==> config.mk <==
export PLATFORM = sky130hd
export DESIGN_NAME = mbet_ctrl
export DESIGN_NICKNAME = d
export VERILOG_FILES = /design/src/design/mbet_pkg.sv /design/src/design/mbet_ctrl.sv
export VERILOG_INCLUDE_DIRS = /design/src /design/src/design
export SDC_FILE = /design/constraint.sdc
export NUM_CORES = 1
export LEC_CHECK = 0
export BUFFER_PORTS_ARGS = -buffer_cell sky130_fd_sc_hd__buf_2
export CAP_MARGIN = 20
export CELL_PAD_IN_SITES_DETAIL_PLACEMENT = 1
export CELL_PAD_IN_SITES_GLOBAL_PLACEMENT = 1
export CORE_AREA = 2 2 39 41
export DETAILED_ROUTE_END_ITERATION = 10
export DIE_AREA = 0 0 41 43
export PLACE_DENSITY_LB_ADDON = 0.1
export SETUP_SLACK_MARGIN = 0.15
export SLEW_MARGIN = 20
export SYNTH_ARGS = -nofsm -noshare
export SYNTH_HDL_FRONTEND = slang
export SYNTH_SLANG_ARGS = --single-unit
==> constraint.sdc <==
create_clock -name clk_i -period 1.7 [get_ports clk_i]
set_input_delay 0.255 -clock clk_i [delete_from_list [all_inputs] [get_ports clk_i]]
set_output_delay 0.255 -clock clk_i [all_outputs]
set_load 0.01 [all_outputs]
==> src/design/mandelbrot_escape_time_pixel_assert.svh <==
// Assertion macros used by the Mandelbrot escape-time pixel controller
`ifndef MANDELBROT_ESCAPE_TIME_PIXEL_ASSERT_SVH
`define MANDELBROT_ESCAPE_TIME_PIXEL_ASSERT_SVH
`ifndef SYNTHESIS
`define MBET_ASSERT(lbl, clk, rstn, prop) \
  lbl: assert property (@(posedge clk) disable iff (!rstn) prop) \
    else $error("mbet: assertion failed");
`define MBET_ASSERT_NEXT(lbl, clk, rstn, ante, cons) \
  lbl: assert property (@(posedge clk) disable iff (!rstn) (ante) |=> (cons)) \
    else $error("mbet: assertion failed");
`else
`define MBET_ASSERT(lbl, clk, rstn, prop)
`define MBET_ASSERT_NEXT(lbl, clk, rstn, ante, cons)
`endif
`endif

==> src/design/mbet_pkg.sv <==
// Types and constants of the Mandelbrot escape-time pixel block
package mbet_pkg;

  localparam int unsigned COORD_BITS = 14;
  localparam int unsigned ITER_BITS  = 16;
  localparam int unsigned CFG_BITS   = 32;
  localparam int unsigned SIZE_BITS  = 15;
  localparam int unsigned STEP_BITS  = 31;
  localparam int unsigned LIM_BITS   = 16;
  localparam int unsigned GRAY_BITS  = 8;
  localparam int unsigned DIVN_BITS  = LIM_BITS + GRAY_BITS;
  localparam int unsigned OFS_BITS   =
    ((COORD_BITS > SIZE_BITS - 1) ? COORD_BITS : SIZE_BITS - 1) + 1;
  localparam int unsigned ESCAPE_LIMIT = 4;

  typedef enum logic [2:0] {
    CFG_IMAGE_WIDTH    = 3'd0,
    CFG_IMAGE_HEIGHT   = 3'd1,
    CFG_CENTER_RE      = 3'd2,
    CFG_CENTER_IM      = 3'd3,
    CFG_STEP_RE        = 3'd4,
    CFG_STEP_IM        = 3'd5,
    CFG_MAX_ITERATIONS = 3'd6
  } cfg_idx_e;

  typedef enum logic [2:0] {
    ST_IDLE,
    ST_OFFS,
    ST_ITER,
    ST_DIV,
    ST_DONE
  } state_e;

  typedef struct packed {
    logic [COORD_BITS-1:0] pixel_x;
    logic [COORD_BITS-1:0] pixel_y;
  } pix_in_t;

  typedef struct packed {
    logic [GRAY_BITS-1:0] gray_level;
    logic [ITER_BITS-1:0] iteration_count;
  } pix_out_t;

  typedef struct packed {
    logic [SIZE_BITS-1:0] image_width;
    logic [SIZE_BITS-1:0] image_height;
    logic [31:0]          center_re;
    logic [31:0]          center_im;
    logic [STEP_BITS-1:0] step_re;
    logic [STEP_BITS-1:0] step_im;
    logic [LIM_BITS-1:0]  max_iterations;
  } cfg_t;

  typedef struct packed {
    logic start;
    logic offs;
    logic iter_upd;
    logic iter_fin;
    logic div_step;
    logic load_out;
  } dp_cmd_t;

  typedef struct packed {
    logic iter_done;
  } dp_sts_t;

endpackage

==> src/design/mbet_ctrl.sv <==
// Controller state machine of the Mandelbrot pixel block
`include "mandelbrot_escape_time_pixel_assert.svh"
module mbet_ctrl (
  input  logic              clk_i,
  input  logic              rst_ni,
  input  logic              in_valid_i,
  output logic              in_stall_o,
  output logic              out_valid_o,
  input  logic              out_stall_i,
  input  mbet_pkg::dp_sts_t sts_i,
  output mbet_pkg::dp_cmd_t cmd_o
);
  import mbet_pkg::*;

  localparam int unsigned DIV_STEPS = GRAY_BITS;
  localparam int unsigned DCW = $clog2(DIV_STEPS);

  state_e         state_q, state_d;
  logic [DCW-1:0] div_cnt_q, div_cnt_d;
  logic           out_valid_q, out_valid_d;
  logic           out_free;

  assign out_free = !out_valid_q || !out_stall_i;

  always_comb begin
    state_d = state_q;
    unique case (state_q)
      ST_IDLE: if (in_valid_i) state_d = ST_OFFS;
      ST_OFFS: state_d = ST_ITER;
      ST_ITER: if (sts_i.iter_done) state_d = ST_DIV;
      ST_DIV:  if (div_cnt_q == DCW'(DIV_STEPS - 1)) state_d = ST_DONE;
      ST_DONE: if (out_free) state_d = ST_IDLE;
      default: state_d = ST_IDLE;
    endcase
  end

  always_comb begin
    cmd_o      = '0;
    in_stall_o = 1'b1;
    div_cnt_d  = div_cnt_q;
    unique case (state_q)
      ST_IDLE: begin
        in_stall_o   = 1'b0;
        cmd_o.start  = in_valid_i;
      end
      ST_OFFS: cmd_o.offs = 1'b1;
      ST_ITER: begin
        cmd_o.iter_fin = sts_i.iter_done;
        cmd_o.iter_upd = !sts_i.iter_done;
        div_cnt_d      = '0;
      end
      ST_DIV: begin
        cmd_o.div_step = 1'b1;
        div_cnt_d      = DCW'(div_cnt_q + DCW'(1));
      end
      ST_DONE: cmd_o.load_out = out_free;
      default: cmd_o = '0;
    endcase
  end

  always_comb begin
    out_valid_d = out_valid_q;
    priority if (cmd_o.load_out) begin
      out_valid_d = 1'b1;
    end else if (!out_stall_i) begin
      out_valid_d = 1'b0;
    end
  end

  always_ff @(posedge clk_i or negedge rst_ni) begin
    if (!rst_ni) begin
      state_q     <= ST_IDLE;
      div_cnt_q   <= '0;
      out_valid_q <= 1'b0;
    end else begin
      state_q     <= state_d;
      div_cnt_q   <= div_cnt_d;
      out_valid_q <= out_valid_d;
    end
  end

  assign out_valid_o = out_valid_q;

  `MBET_ASSERT(a_cmd_onehot, clk_i, rst_ni, $onehot0(cmd_o))
  `MBET_ASSERT(a_load_free, clk_i, rst_ni, cmd_o.load_out |-> out_free)
  `MBET_ASSERT_NEXT(a_start_offs, clk_i, rst_ni, cmd_o.start, state_q == ST_OFFS)
  `MBET_ASSERT_NEXT(a_div_begin, clk_i, rst_ni, cmd_o.iter_fin, state_q == ST_DIV && div_cnt_q == '0)
  `MBET_ASSERT_NEXT(a_out_rise, clk_i, rst_ni, !out_valid_q && !cmd_o.load_out, !out_valid_q)

endmodule

==> results of run 1 <==
==> worst paths after layout <==
check	end	slack, ps	cells after the start
min in group asynchronous	div_cnt_q[0]	350	2
worst max-delay path	cmd_o[5]	150	3
max in group asynchronous	state_q[2]	1170	2
worst max register to register	state_q[0]	500	4
worst min register to register	state_q[0]	490	1
worst min-delay path	out_valid_o	240	3
==> through the flow <==
stage / hold WS (ps) / std cells
final: 239 / 78
after global routing: 243 / 78
after CTS: 235 / 75
after floorplan: -40.6 / 41
after detailed placement: 100 / 66
after global placement: 98.0 / 66
==> layer usage <==
layer	vias up	track usage	part of all wire
met3	5	0.0471	0.043
met4	0	0.100	0.037
met1	172	0.162	0.44
met5	-	0	0
li1	176	-	-
met2	7	0.184	0.47
==> cells in the final DEF, fill, tap and decap left out, types with 2 or more instances in the layout <==
master / synthesis / routed
o21ai_0: 2 / 2
clkbuf_4: 0 / 3
nor3_1: 3 / 2
ha_1: 2 / 2
a21oi_1: 2 / 2
buf_2: 0 / 12
nand2_1: 9 / 9
inv_1: 2 / 2
dfrtp_2: 0 / 3
dfrtp_1: 7 / 4
buf_4: 2 / 6
nor2_1: 2 / 2
mux2_2: 2 / 2
==> layout make-up <==
cell class	count	area, sq um
Tap cell	16	20.0
Sequential cell	7	179
Timing Repair Buffer	20	135
Clock buffer	4	26.3
Inverter	2	7.51
Multi-Input combinational cell	29	198
Fill cell	169	818
==> cell families after synthesis <==
logic type	count (synthesis)	share of synthesized area
multiplexers	2	0.0579
AND/OR/NAND/NOR	20	0.273
AO/OA/AOI/OAI	5	0.0675
flip-flops	7	0.450
adder cells (fa/ha/maj)	2	0.0643
buffers and inverters	5	0.0868
==> report_power, final <==
group | switching [uW] | internal, uW | leakage (uW)
sequential | 43.9 | 221 | 0.0000828
combinational | 173 | 203 | 0.000196
clock | 69.4 | 90.1 | 0.0000150
==> Yosys cell counts, types with 2 or more instances <==
cell type,instances
a21oi_1,2
buf_4,2
dfrtp_1,7
ha_1,2
inv_1,2
mux2_2,2
nand2_1,9
nor2_1,2
nor3_1,3
o21ai_0,2
==> timing repair <==
action | in CTS | in global routing
pin swaps | 0 | 0
setup endpoints to repair | 6 | 5
buffers inserted | 4 | 3
hold endpoints to repair | 7 | 0
resized for setup | 4 | 3
hold buffers | 1 | 0
==> tightest hold or removal path, stage by stage <==
cell and delay, ps:
buf_2 90, nand2_1 70, nand2_1 50
==> state kept, by name, summed over array words and instances, names as in the netlist <==
name / count
div_cnt_q: 3
out_valid_o: 1
state_q: 3
==> flow_metrics.tcl, run 1 <==
set metrics [dict create \
    critPathArrivalTime_ps 1300 \
    die_y_um 43 \
    antenna_cells 0 \
    drive_above_1_share 0.516 \
    viasPerCell 4.62 \
    crit_path_start_kind "flip-flop" \
    fmax_ghz 0.643 \
    cp-end-kind "primary output" \
    synth_edf_count 0 \
    critPathLaunch "state_q[0]" \
    cts_buffers 3 \
    setup_viol 0 \
    run_status "finished, final reports clean" \
    maxCapViolations 0 \
    grt_start_max_net_pins 10 \
    place.gp.congestion 0.639 \
    cts_max_level 1 \
    crit_type "flip-flop to primary output" \
    holdCritStartpoint "out_stall_i" \
    layout.nets 70 \
    final_max_slew_viol_count 0 \
    final.setup.tns_ps 0 \
    firstDrtPassIters 1 \
    worstPathRequired_ps 1440 \
    worst_ir_drop_vdd_uv 569 \
    synth_top_cell_area_share 0.450 \
    synth.distinct_cells 18 \
    utilization 0.409 \
    slew-limit-headroom 0.887 \
    cts_buffer_depth 2 \
    routedWlPerCell_um 11.8 \
    grt_pass1_wl_um 1500 \
    async_flop_share 1.00 \
    clk_latency_ps 260 \
    io_buffers 12 \
    setup_slack_ps 146 \
    crit_path_top_delay_cell "dfrtp_2" \
    wl_um 924 \
    ios 13 \
    ys_seq_area_frac 0.450 \
    total_power_uw 802 \
    powerDensity_nw_per_um2 1420 \
    drt-initial-drc-count 0 \
    grt_use_total 0.134 \
    dp_hpwl_um 622 \
    synth_top_area_cell "dfrtp_1" \
    synthesis.area_sq_um 389 \
    clock_skew_ps 4.62 \
    grt_pass1_vias 353 \
    drc 0 \
    area_delta_synth_final_pct 45.3 \
    stdcell_area_sq_um 566 \
    cts.sinks 7 \
    row_count 14 \
    rsz0062_at_grt "yes" \
    worst_pin_slew_ps 169 \
    leakage_uw 0.000293 \
    finalHoldViolCount 0 \
    cp_max_fo 5 \
    path_buf_inv 1 \
    syn_nets 48 \
    hp-class "input pin to flip-flop" \
    avgSynthCellArea_sq_um 9.49 \
    crit_family "simple AND/OR/NAND/NOR gates" \
    die-area_sq_um 1760 \
    vias 360 \
    placed_area_sq_um 443 \
    gr-total-overflow 0 \
    clk_pin_slew_ps 60 \
    tritoncts "done" \
    fin_crit_sh 0.914 \
    die-width_um 41 \
    timing.rr.start "div_cnt_q[0]" \
    crit_chain "or3_4, nor2_1, buf_2" \
    cts-root-buf "clkbuf_4" \
    max_stage_delay_ps 430 \
    start_util 0.281 \
    ys.flop_type "dfrtp_1" \
    drtAntennaViolNets 0 \
    ys_ff_latch 7 \
    synth_warnings 0 \
    ys_top_cells_by_area "dfrtp_1 (45%), nand2_1 (8.7%), ha_1 (6.4%)" \
    core_sq_um 1380 \
    syn_inst 41 \
    antenna_found_initial 0 \
    preCtsSetupSlack_ps 295 \
    min_period_ps 1550 \
]
No activity file was read; power rests on OpenSTA's default activity.
==> inputs of run 2 (changes only) <==
--- a/config.mk
+++ b/config.mk
@@ -14,6 +14,7 @@
 export DETAILED_ROUTE_END_ITERATION = 10
 export DIE_AREA = 0 0 41 43
 export PLACE_DENSITY_LB_ADDON = 0.1
+export RECOVER_POWER = 25
 export SETUP_SLACK_MARGIN = 0.15
 export SLEW_MARGIN = 20
 export SYNTH_ARGS = -nofsm -noshare
==> flow_metrics.tcl, run 2 (synthesis results as in run 1) <==
set metrics [dict create \
    run_status "finished, final reports clean" \
    finalHoldViolCount 0 \
    path_buf_inv 1 \
    place.gp.congestion 0.639 \
    vias 360 \
    gr-total-overflow 0 \
    slew-limit-headroom 0.738 \
    max_stage_delay_ps 430 \
    cp_max_fo 5 \
    ios 13 \
    cts.sinks 7 \
    row_count 14 \
    maxCapViolations 0 \
    routedWlPerCell_um 11.8 \
    die_y_um 43 \
    start_util 0.281 \
    wl_um 922 \
    cp-end-kind "primary output" \
    die-width_um 41 \
    mostFrequentLayoutCell "buf_2" \
    clk_latency_ps 260 \
    crit_chain "or3_4, nor2_1, buf_2" \
    tritoncts "done" \
    whs_ps 239 \
    area_delta_synth_final_pct 45.0 \
    crit_path_top_delay_cell "dfrtp_2" \
    layout.nets 70 \
    clock_skew_ps 4.62 \
    grt_start_max_net_pins 10 \
    grt_use_total 0.134 \
    grt_pass1_wl_um 1500 \
    die-area_sq_um 1760 \
    final.setup.tns_ps 0 \
    cts-root-buf "clkbuf_4" \
    firstDrtPassIters 1 \
    cts_max_level 1 \
    drtAntennaViolNets 0 \
    leakage_uw 0.000291 \
    setup_viol 0 \
    dp_hpwl_um 622 \
    antenna_cells 0 \
    drc 0 \
    hp-class "input pin to flip-flop" \
    cts_buffer_depth 2 \
    worst_ir_drop_vdd_uv 569 \
    fin_crit_sh 0.914 \
    critPathArrivalTime_ps 1300 \
    final_max_slew_viol_count 0 \
    utilization 0.408 \
    rsz0062_at_grt "yes" \
    powerDensity_nw_per_um2 1420 \
    drive_above_1_share 0.500 \
    fmax_ghz 0.643 \
    crit_type "flip-flop to primary output" \
    total_power_uw 801 \
    io_buffers 12 \
    cts_buffers 3 \
    worstPathRequired_ps 1440 \
    drt-initial-drc-count 0 \
    core_sq_um 1380 \
    crit_family "simple AND/OR/NAND/NOR gates" \
    grt_pass1_vias 353 \
    clk_pin_slew_ps 60 \
    worst_pin_slew_ps 393 \
    crit_path_start_kind "flip-flop" \
    antenna_found_initial 0 \
    viasPerCell 4.62 \
    min_period_ps 1550 \
    fill_cells 170 \
    layout.cells.most_common_list "buf_2 (11), nand2_1 (9), buf_4 (6)" \
]
-- run 2: cell types whose count changed in the layout (fill, tap and decap cells not counted), sizes merged --
| cell | before | now |
|---|---|---|
| clkbuf | 4 | 5 |
| buf | 19 | 18 |
-- run 2: power by group --
group	internal, uW	total (uW)	switching, uW
clock network	90.1	159	69.4
registers	221	265	43.9
logic	203	376	173
-- run 2: worst register-to-register path, cell delays in order (launching register included) --
cell and delay, ps:
dfrtp_1 380, ha_1 200, ha_1 210, nand3b_1 170
a21oi_1 160
-- run 2: what timing repair did --
action | in CTS | in global routing
cloned | 0 | 0
resized for setup | 4 | 3
pin swaps | 0 | 0
endpoints found under the setup margin | 6 | 5
setup buffers | 4 | 3
hold endpoints to repair | 7 | 0
hold buffers | 1 | 0
-- run 2: final cells by class --
cell class | count | area [sq um] | share of cell area
inverters | 2 | 7.51 | 0.0133
multi-input cells | 29 | 198 | 0.350
flip-flops and latches | 7 | 179 | 0.317
repair buffers | 20 | 134 | 0.237
well taps | 16 | 20.0 | 0.0355
clock buffers | 4 | 26.3 | 0.0466
-- run 2: path summary, 6_finish.rpt --
check                             startpoint           end  slack, ps  cells past startpoint
worst min-delay path             out_stall_i   out_valid_o        240                      3
max in group asynchronous             rst_ni    state_q[2]        970                      2
min in group asynchronous             rst_ni  div_cnt_q[0]        420                      2
worst max-delay path              state_q[0]      cmd_o[5]        150                      3
worst min register to register    state_q[2]    state_q[0]        490                      1
worst max register to register  div_cnt_q[0]    state_q[0]        500                      4
-- run 2: metrics by stage --
step	std cells	setup WS, ps	cell area, sq um
6_report	78	146	564
5_1_grt	78	106	564
4_1_cts	75	132	532
3_5_place_dp	66	295	443
3_3_place_gp	66	268	443
2_1_floorplan	41	375	389
-- run 2: metal layers --
metal	GRT usage	routed length (um)
met5	0	0
met4	0.100	34
met3	0.0471	40
met2	0.184	438
met1	0.162	410
==> inputs of run 3 (changes only) <==
--- a/config.mk
+++ b/config.mk
@@ -8,11 +8,11 @@
 export LEC_CHECK = 0
 export BUFFER_PORTS_ARGS = -buffer_cell sky130_fd_sc_hd__buf_2
 export CAP_MARGIN = 20
-export CELL_PAD_IN_SITES_DETAIL_PLACEMENT = 1
-export CELL_PAD_IN_SITES_GLOBAL_PLACEMENT = 1
-export CORE_AREA = 2 2 39 41
+export CELL_PAD_IN_SITES_DETAIL_PLACEMENT = 2
+export CELL_PAD_IN_SITES_GLOBAL_PLACEMENT = 2
+export CORE_AREA = 2 2 41 43
 export DETAILED_ROUTE_END_ITERATION = 10
-export DIE_AREA = 0 0 41 43
+export DIE_AREA = 0 0 43 45
 export PLACE_DENSITY_LB_ADDON = 0.1
 export RECOVER_POWER = 25
 export SETUP_SLACK_MARGIN = 0.15
==> flow_metrics.tcl, run 3 (synthesis results as in run 1) <==
set metrics [dict create \
    cts.sinks 7 \
    gr-total-overflow 0 \
    crit_path_top_delay_cell "dfrtp_2" \
    cts_buffers 3 \
    slew-limit-headroom 0.726 \
    cts_buffer_depth 2 \
    core_sq_um 1470 \
    cp_max_fo 4 \
    setup_viol 0 \
    min_period_ps 1530 \
    fmax_ghz 0.655 \
    powerDensity_nw_per_um2 1430 \
    clk_pin_slew_ps 50 \
    dp_hpwl_um 788 \
    layout.nets 67 \
    run_status "finished, final reports clean" \
    rsz0062_at_grt "yes" \
    antenna_cells 0 \
    wl_um 995 \
    viasPerCell 4.64 \
    fin_crit_sh 0.898 \
    clk_latency_ps 240 \
    grt_pass1_wl_um 1610 \
    critPathArrivalTime_ps 1270 \
    final.setup.tns_ps 0 \
    die-width_um 43 \
    row_count 14 \
    area_delta_synth_final_pct 34.7 \
    firstDrtPassIters 3 \
    grt_use_total 0.113 \
    cp-end-kind "primary output" \
    vias 348 \
    maxCapViolations 0 \
    drive_above_1_share 0.475 \
    cts-root-buf "clkbuf_4" \
    place.gp.congestion 0.699 \
    crit_chain "or3_4, nor2_2, buf_2" \
    crit_type "flip-flop to primary output" \
    die_y_um 45 \
    worst_ir_drop_vdd_uv 410 \
    layout.cells.most_common_list "buf_2 (11), nand2_1 (9), dfrtp_1 (4), buf_4 (4)" \
    worstPathRequired_ps 1440 \
    setup_slack_ps 174 \
    max_stage_delay_ps 430 \
    ios 13 \
    grt_start_max_net_pins 10 \
    clock_skew_ps 2.78 \
    drt-initial-drc-count 2 \
    tritoncts "done" \
    die-area_sq_um 1940 \
    drtAntennaViolNets 0 \
    finalHoldViolCount 0 \
    final_max_slew_viol_count 0 \
    grt_pass1_vias 381 \
    mostFrequentLayoutCell "buf_2" \
    worst_pin_slew_ps 411 \
    routedWlPerCell_um 13.3 \
    hp-class "input pin to flip-flop" \
    utilization 0.356 \
    io_buffers 12 \
    crit_path_start_kind "flip-flop" \
    start_util 0.264 \
    leakage_uw 0.000265 \
    cts_max_level 1 \
    antenna_found_initial 0 \
    drc 0 \
    preCtsSetupSlack_ps 304 \
]
==> run 3: path summary, 6_finish.rpt <==
path	end	from	slack (ps)	depth (start not counted)
max in group asynchronous	state_q[0]	rst_ni	940	2
setup / recovery	cmd_o[5]	state_q[0]	170	3
hold / removal	out_valid_o	out_stall_i	270	3
hold reg to reg	state_q[1]	state_q[2]	500	1
setup reg to reg	state_q[0]	state_q[1]	460	5
min in group asynchronous	out_valid_o	rst_ni	450	2
==> run 3: cell type report <==
class / count / area, sq um
fill: 172 / 947
tap: 16 / 20.0
clock buffer: 4 / 26.3
timing repair buffer: 17 / 98.8
sequential: 7 / 179
inverter: 2 / 7.51
multi-input combinational: 29 / 193
==> run 3: metal layers <==
layer  GRT usage  wire length, um  up-vias
met5           0                0        -
met4      0.0364                0        0
met3      0.0280               49        0
met2       0.203              515        8
met1       0.134              430      167
li1            -                -      173
==> run 3: critical path: cells and delay by family (launching register included) <==
kind | cells | cell delay [ps]
and+or+nand+nor | 2 | 470
buffers and inverters | 1 | 130
DFF | 1 | 430
==> run 3: power breakdown <==
group / leakage, uW / switching, uW / internal, uW
sequential: 0.0000828 / 40.9 / 222
clock: 0.0000150 / 55.0 / 89.2
combinational: 0.000167 / 176 / 167
total: 0.000265 / 271 / 477
==> run 3: per-stage QoR <==
stage	instances	cell area (sq um)	total power, uW	hold WS, ps
2_1_floorplan	41	389	475	-40.6
3_3_place_gp	66	443	521	100
3_5_place_dp	66	443	546	103
4_1_cts	74	507	746	272
5_1_grt	75	524	823	291
6_report	75	524	749	275
==> run 3: what timing repair did <==
action                     CTS  global route
setup endpoints to repair    7             5
resized for setup            3             4
hold endpoints to repair     7             0
setup buffers                3             1
hold buffers                 1             0
