===== src/design/mandelbrot_escape_time_pixel_assert.svh =====
// Assertion macros used by the Mandelbrot escape-time pixel controller
`ifndef MANDELBROT_ESCAPE_TIME_PIXEL_ASSERT_SVH
`define MANDELBROT_ESCAPE_TIME_PIXEL_ASSERT_SVH
`ifndef SYNTHESIS
`define MBET_ASSERT(lbl, clk, rstn, prop) \
  lbl: assert property (@(posedge clk) disable iff (!rstn) prop) \
    else $error("mbet: assertion failed");
`define MBET_ASSERT_NEXT(lbl, clk, rstn, ante, cons) \
  lbl: assert property (@(posedge clk) disable iff (!rstn) (ante) |=> (cons)) \
    else $error("mbet: assertion failed");
`else
`define MBET_ASSERT(lbl, clk, rstn, prop)
`define MBET_ASSERT_NEXT(lbl, clk, rstn, ante, cons)
`endif
`endif


===== src/design/mbet_pkg.sv =====
// Types and constants of the Mandelbrot escape-time pixel block
package mbet_pkg;

  localparam int unsigned COORD_BITS = 14;
  localparam int unsigned ITER_BITS  = 16;
  localparam int unsigned CFG_BITS   = 32;
  localparam int unsigned SIZE_BITS  = 15;
  localparam int unsigned STEP_BITS  = 31;
  localparam int unsigned LIM_BITS   = 16;
  localparam int unsigned GRAY_BITS  = 8;
  localparam int unsigned DIVN_BITS  = LIM_BITS + GRAY_BITS;
  localparam int unsigned OFS_BITS   =
    ((COORD_BITS > SIZE_BITS - 1) ? COORD_BITS : SIZE_BITS - 1) + 1;
  localparam int unsigned ESCAPE_LIMIT = 4;

  typedef enum logic [2:0] {
    CFG_IMAGE_WIDTH    = 3'd0,
    CFG_IMAGE_HEIGHT   = 3'd1,
    CFG_CENTER_RE      = 3'd2,
    CFG_CENTER_IM      = 3'd3,
    CFG_STEP_RE        = 3'd4,
    CFG_STEP_IM        = 3'd5,
    CFG_MAX_ITERATIONS = 3'd6
  } cfg_idx_e;

  typedef enum logic [2:0] {
    ST_IDLE,
    ST_OFFS,
    ST_ITER,
    ST_DIV,
    ST_DONE
  } state_e;

  typedef struct packed {
    logic [COORD_BITS-1:0] pixel_x;
    logic [COORD_BITS-1:0] pixel_y;
  } pix_in_t;

  typedef struct packed {
    logic [GRAY_BITS-1:0] gray_level;
    logic [ITER_BITS-1:0] iteration_count;
  } pix_out_t;

  typedef struct packed {
    logic [SIZE_BITS-1:0] image_width;
    logic [SIZE_BITS-1:0] image_height;
    logic [31:0]          center_re;
    logic [31:0]          center_im;
    logic [STEP_BITS-1:0] step_re;
    logic [STEP_BITS-1:0] step_im;
    logic [LIM_BITS-1:0]  max_iterations;
  } cfg_t;

  typedef struct packed {
    logic start;
    logic offs;
    logic iter_upd;
    logic iter_fin;
    logic div_step;
    logic load_out;
  } dp_cmd_t;

  typedef struct packed {
    logic iter_done;
  } dp_sts_t;

endpackage


===== src/design/mbet_cfg.sv =====
// Configuration register file of the Mandelbrot pixel block
module mbet_cfg (
  input  logic                               clk_i,
  input  logic                               rst_ni,
  input  logic                               cfg_we_i,
  input  logic [2:0]                         cfg_idx_i,
  input  logic [mbet_pkg::CFG_BITS-1:0]      cfg_data_i,
  output mbet_pkg::cfg_t                     cfg_o
);
  import mbet_pkg::*;

  cfg_t cfg_q, cfg_d;

  always_comb begin
    cfg_d = cfg_q;
    if (cfg_we_i) begin
      unique case (cfg_idx_e'(cfg_idx_i))
        CFG_IMAGE_WIDTH:    cfg_d.image_width    = cfg_data_i[SIZE_BITS-1:0];
        CFG_IMAGE_HEIGHT:   cfg_d.image_height   = cfg_data_i[SIZE_BITS-1:0];
        CFG_CENTER_RE:      cfg_d.center_re      = cfg_data_i;
        CFG_CENTER_IM:      cfg_d.center_im      = cfg_data_i;
        CFG_STEP_RE:        cfg_d.step_re        = cfg_data_i[STEP_BITS-1:0];
        CFG_STEP_IM:        cfg_d.step_im        = cfg_data_i[STEP_BITS-1:0];
        CFG_MAX_ITERATIONS: cfg_d.max_iterations = cfg_data_i[LIM_BITS-1:0];
        default:            cfg_d = cfg_q;
      endcase
    end
  end

  always_ff @(posedge clk_i or negedge rst_ni) begin
    if (!rst_ni) begin
      cfg_q.image_width    <= SIZE_BITS'(8192);
      cfg_q.image_height   <= SIZE_BITS'(4096);
      cfg_q.center_re      <= 32'd174483046;
      cfg_q.center_im      <= 32'd0;
      cfg_q.step_re        <= STEP_BITS'(131072);
      cfg_q.step_im        <= STEP_BITS'(131072);
      cfg_q.max_iterations <= LIM_BITS'(100);
    end else begin
      cfg_q <= cfg_d;
    end
  end

  assign cfg_o = cfg_q;

endmodule


===== config.mk =====
export PLATFORM = sky130hd
export DESIGN_NAME = mbet_cfg
export DESIGN_NICKNAME = d
export VERILOG_FILES = /design/src/design/mandelbrot_escape_time_pixel_assert.svh /design/src/design/mbet_pkg.sv /design/src/design/mbet_cfg.sv
export SDC_FILE = /design/constraint.sdc
export NUM_CORES = 1
export LEC_CHECK = 0
export ABC_AREA = 1
export BUFFER_PORTS_ARGS = -buffer_cell sky130_fd_sc_hd__buf_2
export CAP_MARGIN = 10
export CORE_MARGIN = 2
export CORE_UTILIZATION = 45
export DETAILED_ROUTE_END_ITERATION = 16
export GPL_TIMING_DRIVEN = 0
export PLACE_DENSITY = 0.77
export SLEW_MARGIN = 20
export SYNTH_ARGS = -nofsm -noshare
export SYNTH_HDL_FRONTEND = slang
export SYNTH_SLANG_ARGS = --single-unit

===== constraint.sdc =====
create_clock -name clk_i -period 0.8 [get_ports clk_i]
set_clock_uncertainty 0.1 [all_clocks]
set_input_delay 0.16 -clock clk_i [delete_from_list [all_inputs] [get_ports clk_i]]
set_output_delay 0.16 -clock clk_i [all_outputs]
set_load 0.005 [all_outputs]

==> results of run 1 <==
[power by group]
part	switching [mW]	internal [mW]
sequential	1.09	10.5
combinational	3.15	3.72
clock	3.58	4.38
[path summary, 6_finish.rpt]
check                      cells past startpoint    endpoint  slack (ns)           from
setup / recovery                               1  cfg_o[154]       -0.56     cfg_o[154]
hold / removal                                 1   cfg_o[94]       -0.41         rst_ni
hold reg to reg                                2  cfg_o[124]        0.36     cfg_o[124]
max in group asynchronous                      2    cfg_o[6]        0.22         rst_ni
setup reg to reg                               3  cfg_o[132]       -0.14     cfg_o[132]
min in group clk_i                             3    cfg_o[5]       -0.08  cfg_data_i[5]
[cells by family (layout without fill, tap and decap cells)]
logic type	after synthesis	count (layout)
flip-flops	172	172
buffers and inverters	47	397
AND/OR/NAND/NOR	535	535
[synth_stat cells (all sizes together)]
cell | n | share of area (%)
buf | 38 | 3.7
dfrtp | 151 | 55
nor2 | 7 | 1.0
inv | 6 | 0.33
nand2 | 435 | 24
dfstp | 21 | 8.1
nand3 | 93 | 6.8
clkbuf | 3 | 0.60
[routing by layer]
| metal | track usage [%] | share of wire, % | wire length (um) |
|---|---|---|---|
| met2 | 40.5 | 49 | 11500 |
| met1 | 35.4 | 41 | 9520 |
| met4 | 9.89 | 3.7 | 864 |
| met3 | 6.37 | 6.0 | 1400 |
| met5 | 0 | 0 | 0 |
[final cells by class]
| class | count | share of cell area [%] |
|---|---|---|
| Clock buffer | 19 | 4.12 |
| Clock inverter | 13 | 1.10 |
| Multi-Input combinational cell | 535 | 25.3 |
| Timing Repair Buffer | 318 | 22.5 |
| Buffer | 41 | 3.98 |
| Tap cell | 188 | 2.19 |
| Sequential cell | 172 | 40.3 |
| Inverter | 6 | 0.535 |
[timing repair]
| item | CTS | global route |
|---|---|---|
| setup buffers | 49 | 53 |
| hold endpoints to repair | 240 | 138 |
| pin swaps | 27 | 51 |
| resized for setup | 43 | 193 |
| setup endpoints to repair | 336 | 388 |
| cloned | 0 | 6 |
==> flow_summary_export.csv, run 1 <==
group,metric,value,unit
floorplanning,rows,45,
sta,layout_setup_ws,-0.564,ns
final_layout,diodes,0,
yosys,synth_warnings,0,
final_layout,area_growth,57.1,%
yosys,synth_adder_area_share,0,%
pwr,cellPowerDensity,2450,nW/um^2
yosys,synth_top_family_by_area,"simple AND/OR/NAND/NOR gates",
yosys,ys_seq_area_share,63.2,%
yosys,synth_compound_gate_area_share,0,%
sta,worst_slew_pin_slew,0.587,ns
critical_path,critPathTopFamily,"flip-flops",
pwr,p_total,26.4,mW
detailed_routing,drt-wirelength-per-cell,18.0,um
floorplanning,coreArea,15000,sq um
sta,drv_slew,0,
final_layout,fill_cells,1064,
run_status,run_status,"finished, violations left",
placement,place_inst,1152,
global_route,overflow,0,
pwr,irDropWorstVdd,1440,uV
critical_path,cp_max_fo,2,
global_route,grt_start_max_net_pins,102,
detailed_routing,viasPerCell,5.09,
final_layout,fin_nets,1129,
clocking,root_buffer,"clkbuf_16",
clocking,postCtsHoldBufs,18,
final_layout,drive_above_1_share,49.5,%
clocking,clockBufferDepth,2,
detailed_routing,num_vias,6579,
final_layout,largest_reg_flops,172,
critical_path,critPathSlowestCell,"dfstp_2",
critical_path,cp-start-kind,"flip-flop",
final_layout,multiInputGateArea,2720,sq um
final_layout,finish.instance_area,10800,sq um
sta,period_needed,1.36,ns
detailed_routing,ant_nets,0,
sta,hold_ws,-0.413,ns
final_layout,final_cells,1292,
yosys,yosysUniqueCellTypes,16,
floorplanning,die_height,127,um
final_layout,mostFrequentLayoutCells,"nand2_1 (323), buf_2 (192), dfrtp_1 (151), nand2_2 (97), buf_6 (94)",
critical_path,path_class,"flip-flop to primary output",
placement,hpwl,13500,um
critical_path,worstPathRequired,0.54,ns
critical_path,arrival,1.10,ns
clocking,clk_pin_slew,0.06,ns
sta,min_period_over_period,170,%
sta,slew_headroom,60.8,%
clocking,cts_tree,"built",
critical_path,crit_chain,"buf_2",
detailed_routing,routed_wl,23300,um
pwr,p_leak,5.87,nW
sta,finalHoldViolCount,136,
yosys,synth_xor_area_share,0,%
global_route,grt_use_total,26.0,%
yosys,synth_simple_gate_area_share,32.2,%
placement,port_buffers,209,
clocking,clk_latency,0.43,ns
critical_path,worstPathBufferInverterCount,1,
clocking,cts.sinks,172,
detailed_routing,drc,0,
yosys,ys_ff_latch,172,
sta,setup_tns,-75.35,ns
hold_path,hp-class,"input pin to asynchronous set/reset pin",
detailed_routing,drtPass1Iterations,5,
yosys,syn_nets,792,
yosys,synth.area.mux_share,0,%
global_route,grt_pass1_wl,32300,um
floorplanning,ioPinCount,210,
run,cap_viol_max_count,0,
floorplanning,initial_utilization,45.5,%
sta,max_freq,0.733,GHz
critical_path,slowest_delay,0.56,ns
final_layout,seq_area,4330,sq um
yosys,avgSynthCellArea,9.08,sq um
sta,finalSetupViolCount,259,
run_status,violations,"hold timing, setup timing",
global_route,antenna_found_initial,0,
clocking,cts_buffers,17,
global_route,grt_pass1_vias,5989,
floorplanning,chipWidth,127,um
final_layout,finish.utilization,71.6,%
placement,post-place-ws,-0.738,ns
yosys,syn_inst,754,
clocking,htree_num_levels,4,
floorplanning,die_area,16200,sq um
final_layout,layout_commonest_cell,"nand2_1",
detailed_routing,first_iter_violations,437,
placement,gp_congestion,0.849,
placement,placed_area,8470,sq um
sta,rsz0062_at_grt,"true",
critical_path,crit_path_end_kind,"primary output",
yosys,syn_area,6850,sq um
Power figures use the tool's default switching activity.
==> inputs of run 2 (changes only) <==
Settings changed: CELL_PAD_IN_SITES_DETAIL_PLACEMENT set to 2, CELL_PAD_IN_SITES_GLOBAL_PLACEMENT set to 2, CORE_UTILIZATION 45 to 27, PLACE_DENSITY 0.77 to 0.79, SKIP_LAST_GASP set to 1.
==> run 2 against run 1 <==
  * The flow still finishes with violations (hold timing, setup timing)
  * Highest routed layer unchanged
  * Critical path depth did not move
  * Largest power group unchanged
  * Die area grew 64%
  * Largest cell class unchanged
  * Sequential cell count did not move
  * Count of clock-buffer cells in the layout is 1 lower
  * Critical path type unchanged
  * Critical endpoint is now cfg_o[2]
  * Sequential share of layout area shrank 3.7 points
  * First-iteration DRC count is 25% lower
==> flow_summary_export.csv, run 2 (synthesis results as in run 1) <==
group,metric,value,unit
run_status,run_status,"finished, violations left",
run_status,violations,"hold timing, setup timing",
clocking,postCtsHoldBufs,16,
floorplanning,die_area,26600,sq um
critical_path,crit_path_end_kind,"primary output",
sta,rsz0062_at_grt,"true",
placement,port_buffers,209,
global_route,grt_use_total,22.7,%
floorplanning,initial_utilization,27.3,%
hold_path,hp-class,"input pin to asynchronous set/reset pin",
sta,slew_headroom,69.4,%
global_route,overflow,0,
detailed_routing,viasPerCell,4.73,
clocking,cts_buffers,17,
critical_path,r2r_slack,-0.25,ns
final_layout,fin_nets,1177,
placement,gp_congestion,0.752,
sta,drv_slew,0,
final_layout,area_growth,73.1,%
global_route,antenna_found_initial,0,
clocking,cts.sinks,172,
critical_path,worstReg2RegStart,"cfg_o[50]",
detailed_routing,drtPass1Iterations,4,
pwr,intPower,19.2,mW
floorplanning,coreArea,25000,sq um
pwr,irDropWorstVdd,1210,uV
sta,period_needed,1.37,ns
critical_path,crit_chain,"buf_6",
final_layout,mostFrequentLayoutCells,"nand2_1 (296), buf_2 (179), buf_6 (156), dfrtp_1 (151), nand2_2 (111)",
pwr,p_comb_share,30.3,%
pwr,power.switching,9.37,mW
floorplanning,die_height,163,um
critical_path,critPathSlowestCell,"dfstp_2",
pwr,p_clk_share,28.4,%
clocking,clk_pin_slew,0.08,ns
detailed_routing,first_iter_violations,329,
global_route,grt_pass1_vias,7540,
final_layout,largest_reg_flops,172,
pwr,cellPowerDensity,2410,nW/um^2
clocking,cts_tree,"built",
detailed_routing,drt-wirelength-per-cell,23.8,um
critical_path,path_class,"flip-flop to primary output",
detailed_routing,routed_wl,35300,um
critical_path,r2r_end,"cfg_o[50]",
critical_path,cp_max_fo,2,
critical_path,slowest_delay,0.56,ns
detailed_routing,drc,0,
final_layout,layout_commonest_cell,"nand2_1",
floorplanning,chipWidth,163,um
sta,max_freq,0.731,GHz
sta,layout_setup_ws,-0.568,ns
critical_path,worstPathRequired,0.54,ns
critical_path,critPathTopFamily,"flip-flops",
pwr,p_leak,6.26,nW
critical_path,arrival,1.11,ns
final_layout,drive_above_1_share,54.4,%
sta,min_period_over_period,171,%
critical_path,reg2regPathDepth,4,
floorplanning,ioPinCount,210,
critical_path,startpoint,"cfg_o[2]",
pwr,power_frac_seq,41.3,%
critical_path,worstPathBufferInverterCount,1,
clocking,clk_latency,0.44,ns
detailed_routing,ant_nets,0,
sta,worst_slew_pin_slew,0.459,ns
run,cap_viol_max_count,0,
sta,finalSetupViolCount,296,
final_layout,finish.utilization,47.3,%
global_route,grt_start_max_net_pins,81,
critical_path,endpoint,"cfg_o[2]",
pwr,p_sw_share,32.8,%
global_route,grt_pass1_wl,45500,um
critical_path,crit_cells,1,
floorplanning,rows,58,
placement,hpwl,18300,um
sta,finalHoldViolCount,195,
clocking,clockBufferDepth,2,
final_layout,diodes,0,
sta,hold_ws,-0.564,ns
clocking,root_buffer,"clkbuf_16",
clocking,htree_num_levels,4,
detailed_routing,num_vias,7010,
critical_path,cp-start-kind,"flip-flop",
## run 2: worst min path at each step
stage	cells past startpoint	slack (ns)	to
finish	1	-0.56	cfg_o[53]
global route	1	-0.58	cfg_o[56]
CTS	1	-0.57	cfg_o[56]
detailed placement	1	-0.10	cfg_o[52]
global placement	3	0.28	cfg_o[109]
floorplan	0	-0.24	cfg_o[0]
## run 2: cell type report
cell class | instances | area (sq um)
Buffer | 40 | 468
Clock buffer | 18 | 429
Clock inverter | 14 | 114
Fill cell | 2599 | 13200
Inverter | 6 | 62.6
Multi-Input combinational cell | 535 | 2900
Sequential cell | 172 | 4330
Tap cell | 330 | 413
Timing Repair Buffer | 367 | 3140
## run 2: routing by layer
metal / vias to the layer above / GRT usage, % / wire, um
li1: 3123 / - / -
met1: 3643 / 27.7 / 14000
met2: 190 / 39.9 / 18600
met3: 54 / 5.13 / 1490
met4: 0 / 7.12 / 1260
met5: - / 0 / 0
## run 2: power groups by stage
stage	Sequential (mW)	Clock [mW]	Combinational (mW)
2_1_floorplan	11.6	0	1.68
3_3_place_gp	11.5	0	4.60
3_5_place_dp	11.5	0	4.84
4_1_cts	11.5	8.16	6.47
5_1_grt	11.9	8.63	9.36
6_report	11.8	8.11	8.66
## run 2: timing repair
action                                  CTS  global route
endpoints found under the hold margin   296           199
cloned                                    7             5
resized for setup                       130           237
endpoints found under the setup margin  334           309
pin swaps                                42            65
setup buffers                            74            81
## run 2: per-stage QoR
stage | cell area, sq um | TNS [ns] | instances | setup WS, ns | total power, mW
2_1_floorplan | 7150 | -16.46 | 754 | -0.179 | 13.3
4_1_cts | 10600 | -77.24 | 1424 | -0.566 | 26.1
6_report | 11900 | -84.21 | 1482 | -0.568 | 28.6
3_5_place_dp | 8680 | -101.27 | 1295 | -0.710 | 16.4
3_3_place_gp | 8610 | -685.80 | 1293 | -3.57 | 16.1
5_1_grt | 11900 | -93.17 | 1482 | -0.601 | 29.9
==> inputs of run 3 (changes only) <==
Settings changed: BUFFER_PORTS_ARGS -buffer_cell sky130_fd_sc_hd__buf_2 to not set, CORE_UTILIZATION 27 to 33, DONT_BUFFER_PORTS set to 1, PLACE_DENSITY 0.79 to not set, PLACE_DENSITY_LB_ADDON set to 0.1.
==> run 3 against run 2 <==
  * The flow still finishes with violations (hold timing, setup timing)
  * Total power fell by 21%
  * Sequential cell count did not move
  * Clock power rose by 0.6%
  * Die area fell by 18%
  * Register-to-register slack improved by 0.21 ns
  * Via count fell by 24%
  * Critical path depth fell by 1
  * Sequential power barely moved
  * Design area fell by 28%
  * Global-route usage fell by 0.092 points
  * Sequential share of layout area rose by 15 points
  * Final cell count fell by 27%
  * Critical path type unchanged
==> flow_summary_export.csv, run 3 (synthesis results as in run 1) <==
group,metric,value,unit
floorplanning,die_height,148,um
final_layout,fill_cells,2202,
pwr,irDropWorstVdd,1470,uV
final_layout,mostFrequentLayoutCells,"nand2_1 (410), dfrtp_1 (149), nand3_1 (62), nand3_2 (31), dfstp_2 (21)",
placement,hpwl,16100,um
global_route,grt_use_total,22.7,%
floorplanning,ioPinCount,210,
clocking,htree_num_levels,4,
final_layout,layout_commonest_cell,"nand2_1",
final_layout,diodes,0,
global_route,grt_pass1_vias,6114,
hold_path,hp-class,"input pin to asynchronous set/reset pin",
sta,worst_slew_pin_slew,0.569,ns
sta,period_needed,1.25,ns
critical_path,cp_max_fo,2,
global_route,overflow,0,
final_layout,drive_above_1_share,19.9,%
placement,gp_congestion,0.762,
floorplanning,coreArea,20300,sq um
critical_path,arrival,0.99,ns
final_layout,fin_nets,843,
clocking,cts_tree,"built",
sta,slew_headroom,62.1,%
final_layout,finish.instance_area,8480,sq um
clocking,clockBufferDepth,2,
clocking,cts.sinks,172,
detailed_routing,first_iter_violations,244,
global_route,grt_start_max_net_pins,173,
sta,hold_ws,-0.680,ns
clocking,root_buffer,"clkbuf_16",
sta,max_freq,0.799,GHz
pwr,p_total,22.7,mW
final_layout,final_cells,1088,
global_route,grt_pass1_wl,37200,um
sta,min_period_over_period,156,%
detailed_routing,num_vias,5342,
clocking,clk_latency,0.43,ns
sta,layout_setup_ws,-0.451,ns
floorplanning,rows,52,
pwr,cellPowerDensity,2680,nW/um^2
floorplanning,initial_utilization,33.7,%
run_status,violations,"hold timing, setup timing",
critical_path,crit_path_end_kind,"primary output",
floorplanning,die_area,21900,sq um
critical_path,path_class,"flip-flop to primary output",
placement,place_inst,1024,
sta,finalSetupViolCount,191,
placement,port_buffers,0,
critical_path,cp-start-kind,"flip-flop",
detailed_routing,drt-wirelength-per-cell,21.9,um
clocking,clk_pin_slew,0.07,ns
floorplanning,chipWidth,148,um
run_status,run_status,"finished, violations left",
detailed_routing,drc,0,
placement,placed_area,7490,sq um
pwr,p_leak,4.51,nW
sta,finalHoldViolCount,218,
detailed_routing,routed_wl,23800,um
critical_path,worstPathRequired,0.54,ns
global_route,antenna_found_initial,0,
final_layout,largest_reg_flops,172,
final_layout,area_growth,23.9,%
sta,rsz0062_at_grt,"true",
run,cap_viol_max_count,0,
sta,drv_slew,0,
detailed_routing,viasPerCell,4.91,
detailed_routing,ant_nets,0,
detailed_routing,drtPass1Iterations,4,
clocking,cts_buffers,17,
clocking,postCtsHoldBufs,33,
[run 3: final timing paths]
check | startpoint | to | slack [ns] | cells past startpoint
min reg2reg | cfg_o[131] | cfg_o[131] | 0.37 | 2
min in group clk_i | cfg_idx_i[1] | cfg_o[145] | -0.18 | 3
max in group asynchronous | rst_ni | cfg_o[115] | 0.96 | 0
max | cfg_o[2] | cfg_o[2] | -0.45 | 0
max reg2reg | cfg_o[2] | cfg_o[2] | -0.04 | 2
min | rst_ni | cfg_o[133] | -0.68 | 0
[run 3: layout make-up]
type	instances	area [sq um]	share of cell area, %
Tap cell	270	338	3.98
Timing Repair Buffer	32	365	4.31
Inverter	6	60.1	0.708
Multi-Input combinational cell	535	2440	28.7
Clock inverter	14	133	1.56
Buffer	41	375	4.43
Clock buffer	18	439	5.18
Sequential cell	172	4330	51.1
[run 3: worst register-to-register path: stages (launching register included)]
cell     delay, ns
dfstp_2       0.57
nand2_1       0.06
nand2_1       0.06
[run 3: per-stage QoR]
stage	setup TNS (ns)	utilization (%)	setup WS (ns)
floorplan	-16.46	-	-0.179
global route	-60.12	41.8	-0.486
finish	-53.96	41.8	-0.451
detailed placement	-49.58	36.9	-0.458
CTS	-70.24	41.4	-0.473
global placement	-46.40	36.9	-0.406
[run 3: per-layer routing]
layer	vias up	GRT usage, %	wire length, um
met5	-	0	0
met4	0	6.33	336
met3	22	8.49	1970
met2	150	39.3	12300
met1	2727	26.3	9280
li1	2443	-	-
[run 3: what timing repair did]
item,CTS,global route
setup buffers,0,0
pin swaps,19,35
gates cloned,0,0
hold endpoints to repair,344,212
endpoints found under the setup margin,196,306
gates resized for setup,1,38
[run 3: where the power goes]
part / switching [mW] / internal [mW]
clock: 3.73 / 4.44
sequential: 1.58 / 10.5
combinational: 1.50 / 0.956
